File: config.mk
export PLATFORM = sky130hd
export DESIGN_NAME = ies_ctrl
export DESIGN_NICKNAME = d
export VERILOG_FILES = /design/src/sv/ies_pkg.sv /design/src/sv/ies_ctrl.sv
export SDC_FILE = /design/constraint.sdc
export NUM_CORES = 1
export LEC_CHECK = 0
export BUFFER_PORTS_ARGS = -buffer_cell sky130_fd_sc_hd__buf_2
export CAP_MARGIN = 20
export CORE_AREA = 2 2 39 41
export CTS_CLUSTER_SIZE = 30
export DETAILED_ROUTE_END_ITERATION = 8
export DIE_AREA = 0 0 41 43
export PLACE_DENSITY = 0.38
export SYNTH_ARGS = -nofsm -noshare
export SYNTH_HDL_FRONTEND = slang
export SYNTH_SLANG_ARGS = --single-unit
File: constraint.sdc
create_clock -name clk -period 1.75 [get_ports clk]
set_input_delay 0.4375 -clock clk [delete_from_list [all_inputs] [get_ports clk]]
set_output_delay 0.4375 -clock clk [all_outputs]
set_load 0.01 [all_outputs]
File: src/sv/ies_pkg.sv
// shared constants, codes and control types of the interference edge store
`default_nettype none

package ies_pkg;

  localparam int NODES     = 64;
  localparam int ID_W      = 6;
  localparam int CNT_W     = 7;
  localparam int SLOT_W    = 6;
  localparam int DEG_W     = 6;
  localparam int IDX_W     = 11;
  localparam int WORD_W    = 64;
  localparam int BIT_W     = 6;
  localparam int MAT_WORDS = (NODES * (NODES - 1) / 2 + WORD_W - 1) / WORD_W;
  localparam int MADDR_W   = IDX_W - BIT_W;
  localparam int LADDR_W   = ID_W + SLOT_W;
  localparam int IN_DATA_W  = 24;
  localparam int OUT_DATA_W = 24;

  localparam logic [1:0] REQ_INSERT = 2'd0;
  localparam logic [1:0] REQ_QUERY  = 2'd1;
  localparam logic [1:0] REQ_READ   = 2'd2;

  localparam logic [1:0] ST_OK    = 2'd0;
  localparam logic [1:0] ST_DUP   = 2'd1;
  localparam logic [1:0] ST_SELF  = 2'd2;
  localparam logic [1:0] ST_RANGE = 2'd3;

  // controller -> datapath
  typedef struct packed {
    logic capture;   // latch the request word
    logic issue_rd;  // read matrix word, degrees and list entry
    logic eval;      // check, build result, first update write
    logic wr2;       // second update write (node_b side)
    logic load_out;  // move result into the output register
  } ies_cmd_t;

  // datapath -> controller
  typedef struct packed {
    logic ins_ok;    // insert passes all checks (valid during eval)
    logic out_free;  // output register can take a result
  } ies_stat_t;

endpackage

`default_nettype wire

File: src/sv/ies_ctrl.sv
// request sequencer of the interference edge store
`default_nettype none

module ies_ctrl
  import ies_pkg::*;
(
  input  wire logic      clk,
  input  wire logic      rst_n,
  input  wire logic      in_tvalid,
  output logic           in_tready,
  input  wire ies_stat_t stat,
  output ies_cmd_t       cmd
);

  localparam logic [2:0] S_IDLE = 3'd0;
  localparam logic [2:0] S_RD   = 3'd1;
  localparam logic [2:0] S_EVAL = 3'd2;
  localparam logic [2:0] S_WR2  = 3'd3;
  localparam logic [2:0] S_DONE = 3'd4;

  logic [2:0] state_r, state_nxt;

  always_ff @(posedge clk) begin
    if (!rst_n) begin
      state_r <= S_IDLE;
    end else begin
      state_r <= state_nxt;
    end
  end

  assign in_tready = (state_r == S_IDLE);

  always_comb begin
    state_nxt = state_r;
    cmd       = '0;
    case (state_r)
      S_IDLE: begin
        if (in_tvalid) begin
          cmd.capture = 1'b1;
          state_nxt   = S_RD;
        end
      end
      S_RD: begin
        cmd.issue_rd = 1'b1;
        state_nxt    = S_EVAL;
      end
      S_EVAL: begin
        cmd.eval  = 1'b1;
        state_nxt = stat.ins_ok ? S_WR2 : S_DONE;
      end
      S_WR2: begin
        cmd.wr2   = 1'b1;
        state_nxt = S_DONE;
      end
      S_DONE: begin
        if (stat.out_free) begin
          cmd.load_out = 1'b1;
          state_nxt    = S_IDLE;
        end
      end
      default: begin
        state_nxt = S_IDLE;
      end
    endcase
  end

endmodule

`default_nettype wire

## Word level (Yosys, flattened, before mapping)

Cells that the tools add are included.

| cells by class | value |
|---|---|
| equality and inequality tests | 6 |
| mux-type cells | 11 |
| reductions and logical operators | 2 |

Operators by type and width:

| cell | number |
|---|---|
| case mux 3 bit (5 select lines) | 1 |
| two-way mux 3 bit | 3 |
| two-way mux 1 bit | 7 |
| equality test 3 x 2 -> 1 bit (second input constant) | 2 |
| != test 2 bit (second input constant) | 2 |
| equality test 3 x 1 -> 1 bit (second input constant) | 1 |
| equality test 3 bit (second input constant) | 1 |
| logical NOT 3 bit | 1 |
| AND reduction 2 bit | 1 |

| storage, ports and cells | value |
|---|---|
| flip-flop bits (word level) | 3 |
| bits of input ports | 5 |
| output and inout port bits | 6 |
| word-level logic and storage cells | 20 |

## Longest topological paths before layout

| depth | value |
|---|---|
| depth in word-level cells | 3 |
| gate-level depth with buffers | 4 |
| gate-level depth less buffers | 3 |

## Worst setup path before layout

Ideal clock, no wire load.

| timing path | value |
|---|---|
| path kind | reg2out |
| start point | register state_r[1] |
| end point | output cmd[0] in the netlist's numbering |
| arrival time | 0.879 ns |
| required time | 1.312 ns |
| slack | 0.433 ns |
| stages on the path, launching flop included | 3 |
| path buffers | 1 |
| cells stage by stage | dfxtp_1 buf_2 nor4bb_1 |

RTL lines:

| element | line | RTL |
|---|---|---|
| from (decl) | ies_ctrl.sv:21 | `logic [2:0] state_r, state_nxt;` |
| from (signal assigned) | ies_ctrl.sv:27 | `state_r <= state_nxt;` |
| to (decl) | ies_ctrl.sv:12 | `output ies_cmd_t cmd` |

==> results.cfg <==
[outcome]
status = finished clean

[sta]
rsz0062_at_grt = false
skew_ns = 0.005390
final.min_clock_period_ns = 1.577
slew_headroom_pct = 78.27
worst_slack_ns = 0.1728
drv_slew = 0
period_share_pct = 90.13
fin_tns_setup_ns = 0
max_freq_mhz = 634.0
worstMarginPinSlew_ns = 0.3256
hold_ws_ns = 0.4556
setup_viol = 0
timing.final.hold_violations = 0

[place]
postPlaceCellArea_um2 = 254.0
dp_cells = 46
numPortBuffers = 10
place_ws_ns = 0.3702
gp_congestion = 0.6965

[worst_setup_path]
critical_path_required_ns = 1.31
crit_slowest_cell = dfxtp_1
arrival_ns = 1.14
slowest_delay_ns = 0.48
worst-path-buf-inv = 1
start_kind = flop
worstPathMaxFanout = 9
critPathKind = reg2out
end_kind = output pin
critPathTopFamily = flip-flops
crit_chain = nor4bb_1 -> buf_2

[global_routing]
grt_pass1_vias = 208
grt_antenna_before_repair = 0
use_met2_pct = 9.063
met3_usage_pct = 2.094
grt_overflow = 0
grt_max_degree = 12
grtUsageTotal_pct = 7.515
met1_usage_pct = 9.585
grt_pass1_wl_um = 869
busiest_layer = met1

[yosys]
netlist_area_um2 = 205.2
synth.top_cell.area_share_pct = 29.27
synth_most_common_cell = dfxtp_1
synthTopCellsByCount = dfxtp_1, buf_2, nor3b_1
netlist_top_cells_area = dfxtp_1, mux2_4, nor3b_1, nor3b_2, buf_6
synthCells = 23
synth.largest_area_cell = dfxtp_1
synth_edf_count = 0
async_flop_share_pct = 0
synth.avg_cell_area_um2 = 8.922
synth_seq_cells = 3
yosysUniqueCellTypes = 19
syn-num-nets = 28
synth_seq_area_share_pct = 29.27
yosysWarnings = 0
ys_dominant_reg_cell = dfxtp_1

[power_and_ir_drop]
p_leak_uw = 0.0001344
p_per_area_nw_per_um2 = 899.8
ir_worst_vdd_v = 0.0001969

[floorplanning]
dieArea_um2 = 1763
floorplan.rows = 14
core_um2 = 1384
die_h_um = 43
num_io_pins = 11
dieWidth_um = 41
initial_core_util_pct = 14.83

[clocking]
clk_latency_ns = 0.23
cts.clk_slew.worst_paths_ns = 0.04
cts-root-buf = clkbuf_4
cts_setup_buffers = 0
cts_tree = done
numCtsBuffers = 3
h-tree-depth = 1
clk_path_buf_depth = 2
postCtsHoldBufs = 0
cts_num_sinks = 3
cts.repair.resized = 0

[flow_run]
maxCapViolations = 0

[layout]
design_area_um2 = 280.3
fin_cells = 50
area_growth_pct = 36.59
reg_top3 = state_r x3
largest_reg_flops = 3
drive_gt1_share_pct = 44.12
antenna_cells = 0
nets = 40
max_flop_register = state_r
fill_cells = 170

[route]
avgViaCountPerCell = 3.920
wl_per_cell_um = 10.24
drt-initial-drc-count = 2
drt-total-wl_um = 512
drc = 0
ant_nets = 0
dr_total_vias = 196
dr.pass1.iters = 3

[hold_path]
min_path_type = in2reg
## layer usage
metal / vias up / share of wire (%) / routed length, µm
li1: 102 / - / -
met1: 86 / 49 / 250
met2: 8 / 44 / 227
met3: 0 / 6.6 / 34
met4: 0 / 0 / 0
met5: - / 0 / 0
## power by group
group          total (µW)  switching (µW)  internal [µW]  leakage [µW]
registers            84.8            11.5           73.4     0.0000246
clock network         123            37.6           85.6     0.0000150
logic                44.1            18.6           25.5     0.0000949
total                 252            67.7            185      0.000134
## kinds of logic (layout without fill, tap and decap cells)
kind of cell	count (synthesis)	count (layout)	synth area share [%]
mux	1	1	7.315
flops	3	3	29.27
simple gates	13	13	45.12
buf+inv	4	15	12.19
compound gates	2	2	6.097
## worst paths after layout
path / start / to / slack [ns] / cells past startpoint
setup / recovery: state_r[2] / cmd[0] / 0.17 / 2
hold / removal: rst_n / state_r[2] / 0.46 / 2
setup reg to reg: state_r[1] / state_r[1] / 0.64 / 3
hold reg to reg: state_r[2] / state_r[1] / 0.61 / 1
## cells in the final DEF, fill, tap and decap left out, drive strengths merged
master  count
and2        1
and3        1
and3b       1
buf        10
clkbuf      4
dfxtp       3
inv         1
mux2        1
nand2       1
nor2        1
nor2b       1
nor3        1
nor3b       3
nor4        1
nor4b       1
nor4bb      1
o21a        1
o21ai       1
## final cells by class
class	instances	area [µm²]	share of cell area, %
sequential	3	60.06	21.43
clock buffer	4	26.28	9.375
inverter	1	3.754	1.339
multi-input combinational	16	120.1	42.86
tap	16	20.02	7.143
timing repair buffer	10	50.05	17.86
## worst register-to-register path: cells and delay by family, from the launching register on
family	cells	cell delay, ns
muxes	1	0.28
and+or+nand+nor	2	0.26
DFF	1	0.50
## stage by stage
stage	total power [µW]	utilization, %
2_1_floorplan	116.9	-
3_3_place_gp	129.8	18.35
3_5_place_dp	130.5	18.35
4_1_cts	259.9	20.25
5_1_grt	275.8	20.25
6_report	252.2	20.25
No activity file was read; power rests on OpenSTA's default activity.
